**src/design/csvt_pkg.sv**
```systemverilog
`default_nettype none
package csvt_pkg;

   localparam logic [7:0] QUOTE_BYTE  = 8'h22;
   localparam logic [7:0] DELIM_RESET = 8'd44;
   localparam int unsigned QUEUE_DEPTH = 4;
   localparam int unsigned QPTR_W      = $clog2(QUEUE_DEPTH);
   localparam int unsigned QCNT_W      = $clog2(QUEUE_DEPTH + 1);

   typedef enum logic [1:0] {
      MODE_START   = 2'd0,
      MODE_PLAIN   = 2'd1,
      MODE_QUOTED  = 2'd2,
      MODE_PENDING = 2'd3
   } mode_type;

   typedef struct packed {
      logic [7:0] out_byte;
      logic       byte_valid;
      logic       field_end;
      logic       line_end;
      logic       quote_error;
      logic       last_result;
   } result_type;

   // results written into the queue for one accepted transaction
   typedef struct packed {
      logic [1:0] cnt;
      result_type slot0;
      result_type slot1;
   } push_type;

   function automatic result_type make_result(
      input logic [7:0] byte_val,
      input logic       valid,
      input logic       fend,
      input logic       lend,
      input logic       qerr,
      input logic       last
   );
      result_type r;
      r.out_byte    = valid ? byte_val : 8'd0;
      r.byte_valid  = valid;
      r.field_end   = fend;
      r.line_end    = lend;
      r.quote_error = qerr;
      r.last_result = last;
      return r;
   endfunction

endpackage
`default_nettype wire

```
**src/design/csvt_if.sv**
```systemverilog
`default_nettype none
interface csvt_req_if;
   logic       valid;
   logic       ready;
   logic [7:0] char_byte;
   logic       end_line;

   modport source (output valid, output char_byte, output end_line, input ready);
   modport sink   (input valid, input char_byte, input end_line, output ready);
endinterface

interface csvt_rsp_if;
   logic       valid;
   logic       ready;
   logic [7:0] out_byte;
   logic       byte_valid;
   logic       field_end;
   logic       line_end;
   logic       quote_error;
   logic       last_result;

   modport source (output valid, output out_byte, output byte_valid, output field_end,
                   output line_end, output quote_error, output last_result, input ready);
   modport sink   (input valid, input out_byte, input byte_valid, input field_end,
                   input line_end, input quote_error, input last_result, output ready);
endinterface

interface csvt_csr_if;
   logic       valid;
   logic       ready;
   logic [7:0] wdata;

   modport source (output valid, output wdata, input ready);
   modport sink   (input valid, input wdata, output ready);
endinterface
`default_nettype wire

```
**src/design/csv_field_tokenizer_core.sv**
```systemverilog
`default_nettype none
// Channel   Dir   Payload                                          Handshake
// req_chan  in    char_byte[7:0], end_line                         valid/ready
// rsp_chan  out   out_byte[7:0], byte_valid, field_end, line_end,  valid/ready
//                 quote_error, last_result
// csr_chan  in    wdata[7:0] (delimiter)                           valid/ready
//
// One transaction in per cycle while the four-entry result queue has two free slots.
// Results appear at rsp_chan the cycle after acceptance at the earliest, one per cycle
// while rsp_chan is ready. A lone quote inside a quoted field yields two results,
// so throughput then follows the output port: one result per cycle.
// Reset (synchronous): field start mode, delimiter 0x2C, result queue empty.
// csr_chan is always ready.
module csv_field_tokenizer_core
   import csvt_pkg::*;
(
   input  wire logic   clock,
   input  wire logic   reset,
   csvt_req_if.sink    req_chan,
   csvt_rsp_if.source  rsp_chan,
   csvt_csr_if.sink    csr_chan
);

   push_type push;
   logic     room_ok;

   csvt_parser u_parser (
      .clock    (clock),
      .reset    (reset),
      .req_chan (req_chan),
      .csr_chan (csr_chan),
      .room_ok  (room_ok),
      .push     (push)
   );

   csvt_queue u_queue (
      .clock    (clock),
      .reset    (reset),
      .push     (push),
      .room_ok  (room_ok),
      .rsp_chan (rsp_chan)
   );

endmodule
`default_nettype wire

```
**src/design/csvt_parser.sv**
```systemverilog
`default_nettype none
module csvt_parser
   import csvt_pkg::*;
(
   input  wire logic   clock,
   input  wire logic   reset,
   csvt_req_if.sink    req_chan,
   csvt_csr_if.sink    csr_chan,
   input  wire logic   room_ok,
   output push_type    push
);

   mode_type   mode_ff, mode_in;
   logic [7:0] delim_ff, delim_in;
   logic       accept;
   logic       is_quote, is_delim;
   push_type   res;

   assign req_chan.ready = room_ok;
   assign csr_chan.ready = 1'b1;
   assign accept   = req_chan.valid && room_ok;
   assign is_quote = (req_chan.char_byte == QUOTE_BYTE);
   assign is_delim = (req_chan.char_byte == delim_ff);

   assign delim_in = (csr_chan.valid) ? csr_chan.wdata : delim_ff;

   // next mode
   always_comb begin
      mode_in = mode_ff;
      if (accept) begin
         if (req_chan.end_line) begin
            mode_in = MODE_START;
         end else begin
            unique case (mode_ff)
               MODE_START: begin
                  if (is_quote)      mode_in = MODE_QUOTED;
                  else if (is_delim) mode_in = MODE_START;
                  else               mode_in = MODE_PLAIN;
               end
               MODE_PLAIN: begin
                  if (is_delim) mode_in = MODE_START;
               end
               MODE_QUOTED: begin
                  if (is_quote) mode_in = MODE_PENDING;
               end
               MODE_PENDING: begin
                  if (is_delim) mode_in = MODE_START;
                  else          mode_in = MODE_QUOTED;
               end
               default: mode_in = MODE_START;
            endcase
         end
      end
   end

   // results
   always_comb begin
      res.cnt   = 2'd0;
      res.slot0 = make_result(8'd0, 1'b0, 1'b0, 1'b0, 1'b0, 1'b0);
      res.slot1 = make_result(8'd0, 1'b0, 1'b0, 1'b0, 1'b0, 1'b0);
      if (req_chan.end_line) begin
         res.cnt = 2'd1;
         unique case (mode_ff) inside
            MODE_START:   res.slot0 = make_result(8'd0, 1'b0, 1'b0, 1'b1, 1'b0, 1'b1);
            MODE_QUOTED:  res.slot0 = make_result(8'd0, 1'b0, 1'b0, 1'b1, 1'b1, 1'b1);
            MODE_PLAIN,
            MODE_PENDING: res.slot0 = make_result(8'd0, 1'b0, 1'b1, 1'b1, 1'b0, 1'b1);
            default:      res.slot0 = make_result(8'd0, 1'b0, 1'b0, 1'b1, 1'b0, 1'b1);
         endcase
      end else begin
         unique case (mode_ff)
            MODE_START: begin
               if (is_quote) begin
                  res.cnt = 2'd0;
               end else if (is_delim) begin
                  res.cnt   = 2'd1;
                  res.slot0 = make_result(8'd0, 1'b0, 1'b1, 1'b0, 1'b0, 1'b1);
               end else begin
                  res.cnt   = 2'd1;
                  res.slot0 = make_result(req_chan.char_byte, 1'b1, 1'b0, 1'b0, 1'b0, 1'b1);
               end
            end
            MODE_PLAIN: begin
               res.cnt = 2'd1;
               if (is_delim) begin
                  res.slot0 = make_result(8'd0, 1'b0, 1'b1, 1'b0, 1'b0, 1'b1);
               end else begin
                  res.slot0 = make_result(req_chan.char_byte, 1'b1, 1'b0, 1'b0, 1'b0, 1'b1);
               end
            end
            MODE_QUOTED: begin
               if (!is_quote) begin
                  res.cnt   = 2'd1;
                  res.slot0 = make_result(req_chan.char_byte, 1'b1, 1'b0, 1'b0, 1'b0, 1'b1);
               end
            end
            MODE_PENDING: begin
               if (is_delim) begin
                  res.cnt   = 2'd1;
                  res.slot0 = make_result(8'd0, 1'b0, 1'b1, 1'b0, 1'b0, 1'b1);
               end else if (is_quote) begin
                  res.cnt   = 2'd1;
                  res.slot0 = make_result(QUOTE_BYTE, 1'b1, 1'b0, 1'b0, 1'b0, 1'b1);
               end else begin
                  // lone quote kept literally, then the byte
                  res.cnt   = 2'd2;
                  res.slot0 = make_result(QUOTE_BYTE, 1'b1, 1'b0, 1'b0, 1'b0, 1'b0);
                  res.slot1 = make_result(req_chan.char_byte, 1'b1, 1'b0, 1'b0, 1'b0, 1'b1);
               end
            end
            default: res.cnt = 2'd0;
         endcase
      end
   end

   always_comb begin
      push = res;
      if (!accept) begin
         push.cnt = 2'd0;
      end
   end

   always_ff @(posedge clock) begin
      if (reset) begin
         mode_ff  <= MODE_START;
         delim_ff <= DELIM_RESET;
      end else begin
         mode_ff  <= mode_in;
         delim_ff <= delim_in;
      end
   end

`ifndef SYNTHESIS
   a_two_only_pending: assert property (@(posedge clock) disable iff (reset)
      push.cnt == 2'd2 |-> mode_ff == MODE_PENDING && push.slot0.out_byte == QUOTE_BYTE)
      else $error("two results outside pending quote");
   a_eol_restart: assert property (@(posedge clock) disable iff (reset)
      accept && req_chan.end_line |=> mode_ff == MODE_START)
      else $error("mode not back to field start after line end");
   a_push_needs_accept: assert property (@(posedge clock) disable iff (reset)
      push.cnt != 2'd0 |-> accept)
      else $error("results pushed without accepted transaction");
`endif

endmodule
`default_nettype wire

```
**src/design/csvt_queue.sv**
```systemverilog
`default_nettype none
module csvt_queue
   import csvt_pkg::*;
(
   input  wire logic     clock,
   input  wire logic     reset,
   input  wire push_type push,
   output logic          room_ok,
   csvt_rsp_if.source    rsp_chan
);

   result_type          q_ff [QUEUE_DEPTH];
   logic [QPTR_W-1:0]   wr_ptr_ff, wr_ptr_in;
   logic [QPTR_W-1:0]   rd_ptr_ff, rd_ptr_in;
   logic [QCNT_W-1:0]   count_ff, count_in;
   logic [QPTR_W-1:0]   wr_next;
   logic                pop;
   result_type          head;

   assign room_ok = (count_ff <= QCNT_W'(QUEUE_DEPTH - 2));
   assign pop     = rsp_chan.valid && rsp_chan.ready;
   assign wr_next = wr_ptr_ff + QPTR_W'(1);
   assign head    = q_ff[rd_ptr_ff];

   assign rsp_chan.valid       = (count_ff != '0);
   assign rsp_chan.out_byte    = head.out_byte;
   assign rsp_chan.byte_valid  = head.byte_valid;
   assign rsp_chan.field_end   = head.field_end;
   assign rsp_chan.line_end    = head.line_end;
   assign rsp_chan.quote_error = head.quote_error;
   assign rsp_chan.last_result = head.last_result;

   assign wr_ptr_in = wr_ptr_ff + QPTR_W'(push.cnt);
   assign rd_ptr_in = rd_ptr_ff + QPTR_W'(pop);
   assign count_in  = count_ff + QCNT_W'(push.cnt) - QCNT_W'(pop);

   always_ff @(posedge clock) begin
      if (push.cnt != 2'd0) begin
         q_ff[wr_ptr_ff] <= push.slot0;
      end
      if (push.cnt == 2'd2) begin
         q_ff[wr_next] <= push.slot1;
      end
   end

   always_ff @(posedge clock) begin
      if (reset) begin
         wr_ptr_ff <= '0;
         rd_ptr_ff <= '0;
         count_ff  <= '0;
      end else begin
         wr_ptr_ff <= wr_ptr_in;
         rd_ptr_ff <= rd_ptr_in;
         count_ff  <= count_in;
      end
   end

`ifndef SYNTHESIS
   a_no_overflow: assert property (@(posedge clock) disable iff (reset)
      count_ff <= QCNT_W'(QUEUE_DEPTH))
      else $error("result queue overflow");
   a_push_room: assert property (@(posedge clock) disable iff (reset)
      push.cnt != 2'd0 |-> room_ok)
      else $error("push into queue without room");
   a_ptr_gap: assert property (@(posedge clock) disable iff (reset)
      count_ff != QCNT_W'(QUEUE_DEPTH) |->
         QCNT_W'(QPTR_W'(wr_ptr_ff - rd_ptr_ff)) == count_ff)
      else $error("queue pointers disagree with fill count");
   a_reset_empty: assert property (@(posedge clock)
      $past(reset) |-> count_ff == '0)
      else $error("queue not empty after reset");
`endif

endmodule
`default_nettype wire
```
**src/flat_wrapper.sv**
```systemverilog
// flat-port wrapper written by rule: the top's interface ports become plain ports
module csv_field_tokenizer_core_flat import csvt_pkg::*;
  (clock, reset, req_chan_valid, req_chan_char_byte, req_chan_end_line, req_chan_ready, rsp_chan_valid, rsp_chan_out_byte, rsp_chan_byte_valid, rsp_chan_field_end, rsp_chan_line_end, rsp_chan_quote_error, rsp_chan_last_result, rsp_chan_ready, csr_chan_valid, csr_chan_wdata, csr_chan_ready);
  csvt_req_if req_chan_i ();
  csvt_rsp_if rsp_chan_i ();
  csvt_csr_if csr_chan_i ();
  input  wire logic clock;
  input  wire logic reset;
  input wire logic [$bits(req_chan_i.valid)-1:0] req_chan_valid;
  input wire logic [$bits(req_chan_i.char_byte)-1:0] req_chan_char_byte;
  input wire logic [$bits(req_chan_i.end_line)-1:0] req_chan_end_line;
  output wire logic [$bits(req_chan_i.ready)-1:0] req_chan_ready;
  output wire logic [$bits(rsp_chan_i.valid)-1:0] rsp_chan_valid;
  output wire logic [$bits(rsp_chan_i.out_byte)-1:0] rsp_chan_out_byte;
  output wire logic [$bits(rsp_chan_i.byte_valid)-1:0] rsp_chan_byte_valid;
  output wire logic [$bits(rsp_chan_i.field_end)-1:0] rsp_chan_field_end;
  output wire logic [$bits(rsp_chan_i.line_end)-1:0] rsp_chan_line_end;
  output wire logic [$bits(rsp_chan_i.quote_error)-1:0] rsp_chan_quote_error;
  output wire logic [$bits(rsp_chan_i.last_result)-1:0] rsp_chan_last_result;
  input wire logic [$bits(rsp_chan_i.ready)-1:0] rsp_chan_ready;
  input wire logic [$bits(csr_chan_i.valid)-1:0] csr_chan_valid;
  input wire logic [$bits(csr_chan_i.wdata)-1:0] csr_chan_wdata;
  output wire logic [$bits(csr_chan_i.ready)-1:0] csr_chan_ready;
  assign req_chan_i.valid = req_chan_valid;
  assign req_chan_i.char_byte = req_chan_char_byte;
  assign req_chan_i.end_line = req_chan_end_line;
  assign req_chan_ready = req_chan_i.ready;
  assign rsp_chan_valid = rsp_chan_i.valid;
  assign rsp_chan_out_byte = rsp_chan_i.out_byte;
  assign rsp_chan_byte_valid = rsp_chan_i.byte_valid;
  assign rsp_chan_field_end = rsp_chan_i.field_end;
  assign rsp_chan_line_end = rsp_chan_i.line_end;
  assign rsp_chan_quote_error = rsp_chan_i.quote_error;
  assign rsp_chan_last_result = rsp_chan_i.last_result;
  assign rsp_chan_i.ready = rsp_chan_ready;
  assign csr_chan_i.valid = csr_chan_valid;
  assign csr_chan_i.wdata = csr_chan_wdata;
  assign csr_chan_ready = csr_chan_i.ready;
  csv_field_tokenizer_core u_core (.clock(clock), .reset(reset), .req_chan(req_chan_i), .rsp_chan(rsp_chan_i), .csr_chan(csr_chan_i));
endmodule
```
**config.mk**
```make
export PLATFORM = sky130hd
export DESIGN_NAME = csv_field_tokenizer_core_flat
export DESIGN_NICKNAME = d
export VERILOG_FILES = /design/src/design/csvt_pkg.sv /design/src/design/csvt_if.sv /design/src/design/csv_field_tokenizer_core.sv /design/src/design/csvt_parser.sv /design/src/design/csvt_queue.sv /design/src/flat_wrapper.sv
export SDC_FILE = /design/constraint.sdc
export NUM_CORES = 1
export LEC_CHECK = 0
export ABC_AREA = 1
export BUFFER_PORTS_ARGS = -buffer_cell sky130_fd_sc_hd__buf_2
export CAP_MARGIN = 20
export CORE_MARGIN = 10
export CORE_UTILIZATION = 58
export DETAILED_ROUTE_END_ITERATION = 8
export PLACE_DENSITY = 0.78
export SKIP_LAST_GASP = 1
export SYNTH_ARGS = -nofsm -noshare
export SYNTH_HDL_FRONTEND = slang
export SYNTH_SLANG_ARGS = --single-unit
```
**constraint.sdc**
```tcl
create_clock -name clock -period 3.3 [get_ports clock]
set_input_delay 0.33 -clock clock [delete_from_list [all_inputs] [get_ports clock]]
set_output_delay 0.33 -clock clock [all_outputs]
set_load 0.01 [all_outputs]
```
==> impl_metrics.ini <==
[run_status]
status = finished, final reports clean

[cts]
worstSkewPairLatency_ps = 360
cts_sinks = 69
cts_setup_buffers = 0
cts_buffer_depth = 2
cts_hold_buf = 0
htreeDepth = 3
numCtsBuffers = 9
cts_tree = done
clk_pin_slew_ps = 70
ctsResizeCount = 0
root_buffer = clkbuf_8

[floorplanning]
die_y_um = 102
io_pins = 38
placementRows = 29
die_x_um = 102
fp.coreArea_sq_um = 6460
start_util_pct = 60.5
dieArea_sq_um = 10400

[global_routing]
antenna_found_initial = 0
grt.total_usage_pct = 19.1
grt_pass1_wl_um = 15500
grt_max_degree = 30
grt_pass1_vias = 3170
grt-ovfl-total = 0

[worst_setup_path]
critPathKind = flip-flop to flip-flop
critPathCaptureType = flip-flop
reg2reg_depth = 15
r2r-start = u_core.u_parser.delim_ff[4]
crit_path_max_fanout = 9
worst_ep_required_time_ps = 3550
start_kind = flip-flop
arrival_ps = 3000
crit_start = u_core.u_parser.delim_ff[4]

[timing]
finalCritPeriodShare_pct = 83.4
slew_violations = 0
setup_tns_ps = 0
max_freq_ghz = 0.363
rsz0062_at_grt = no
tightest_slew_ps = 811
min_period_ps = 2750
slew_headroom_pct = 45.8
finalSetupViolCount = 0
fin_worst_skew_ps = 4.90
hold_viol_final = 0

[min_path]
whs_path_depth = 3
hold_class = input port to flip-flop
min_from = csr_chan_wdata[5]

[place]
gp_congestion = 0.841
placement.io_buffers = 36
place_inst = 594
dp.final_hpwl_um = 6500

[cells_and_area]
syn2layout_area_growth_pct = 9.25
final_cell_mix = nand2_1, nor2_1, o21ai_0
fillCellCount = 536
finalNetCount = 556
multi_input_area_sq_um = 1830
antenna_cells = 0
fin_cells = 610
final_common_cell = nand2_1
drive_above_1_share_pct = 18.0
ff_latch_area_sq_um = 1780

[synthesis]
syn_inst = 495
syn_area_per_cell_sq_um = 7.90
yosysTopAreaCellShare_pct = 30.7
synth_top_cells_by_area = edfxtp_1, dfxtp_1, nand2_1
synth_area_sq_um = 3910
yosys_warnings = 0
synth_seq_area_share_pct = 45.6
synth_fp_nets = 523
synth.largest_area_cell = edfxtp_1
ys_seq_elements = 69
ys_types = 35

[power_and_ir_drop]
ir_drop_mv = 0.421
power_density_nw_per_um2 = 702
p_leak_nw = 1.95

[detailed_routing]
drc = 0
drt_iter0_markers = 321
final_antenna_net_count = 0
dr_wl_met2_um = 4430
avgViaCountPerCell = 5.51
first_pass_iters = 5
post_drt_wl_per_cell_um = 15.5
wl_met1_um = 4120
wirelength_um = 9440
highest_layer = met4
met3_length_um = 756
num_vias = 3360

[run]
maxCapViolCount = 0
==> metrics by stage <==
step                      setup WS (ps)  hold WS (ps)  cell area, sq um  power (mW)  util (%)
after floorplan                     755           401              3910        2.06         -
after global placement              507           459              4100        2.37      63.5
after detailed placement            429           469              4100        2.39      63.5
after CTS                           527           184              4270        3.01      66.1
after global routing                314           196              4270        3.21      66.1
final                               549           185              4270        3.00      66.1
==> sequential cells by signal (all words and copies together) (netlist names) <==
signal	cells
u_core.u_queue.q_ff	52
u_core.u_parser.delim_ff	8
u_core.u_queue.count_ff	3
u_core.u_parser.mode_ff	2
u_core.u_queue.rd_ptr_ff	2
u_core.u_queue.wr_ptr_ff	2
==> worst max-delay path: stages, from the launching register on <==
cell     delay (ps)
dfxtp_1         330
xnor2_1         160
nand2_1          80
nor2_2          230
nand2_4         160
nand3_1         100
a21oi_1         120
nor2_1          180
inv_1            60
ha_1            270
inv_1            40
ha_1            200
fa_1            370
xor2_1          160
o21ai_0         140
a21oi_1          50
==> per-layer routing <==
metal  up-vias  GRT usage [%]
met5         -              0
met4         0           7.38
met3        17           6.34
met2       133           29.6
met1      1516           24.1
li1       1694              -
==> synth_stat cells <==
cell type and count:
edfxtp_1 40, o22ai_1 10, o211ai_1 1, a31oi_4 1, nor2_4 3, nor2_2 8
nand2_4 3, conb_1 1, nand3_4 6, dfxtp_1 29, a21oi_1 20, buf_6 5
ha_1 5, nand3_1 39, nor2_1 75, fa_1 1, nor3_1 6, inv_2 10
nand2_2 7, nand4_1 1, a21oi_2 1, a21boi_0 1, o21ai_0 47, buf_2 1
inv_1 36, clkinv_2 4, xor2_1 1, clkbuf_1 8, buf_4 1, nand3_2 1
nand2_1 113, xnor2_1 7, buf_1 1, a21oi_4 1, clkinv_1 1
==> logic make-up (layout without fill, tap and decap cells) <==
group / after synthesis / in the layout / share of synthesized area, %
AND/OR/NAND/NOR: 262 / 262 / 31.0
AO/OA/AOI/OAI: 82 / 82 / 11.7
flip-flops: 69 / 69 / 45.6
buffers and inverters: 67 / 105 / 7.65
XOR/XNOR: 8 / 8 / 1.79
adder cells (fa/ha/maj): 6 / 6 / 2.11
other: 1 / 1 / 0.0959
==> report_power, final <==
part	switching, mW	internal, mW	total [mW]	leakage, nW
registers	0.0929	1.12	1.21	0.615
logic	0.766	0.402	1.17	1.24
clock network	0.310	0.312	0.622	0.0905
total	1.17	1.83	3.00	1.95
==> final timing paths <==
check	end	slack (ps)
worst max-delay path	u_core.u_queue.count_ff[2]	550
worst min-delay path	u_core.u_parser.delim_ff[5]	190
worst max register to register	u_core.u_queue.count_ff[2]	550
worst min register to register	u_core.u_parser.delim_ff[5]	480
==> cell type report <==
| type | instances | share of cell area, % |
|---|---|---|
| clock buffer | 14 | 3.81 |
| sequential | 69 | 41.7 |
| timing repair buffer | 38 | 4.57 |
| tap | 77 | 2.26 |
| clock inverter | 2 | 0.234 |
| multi-input combinational | 359 | 42.8 |
| inverter | 51 | 4.60 |
No activity file was read; power rests on OpenSTA's default activity.
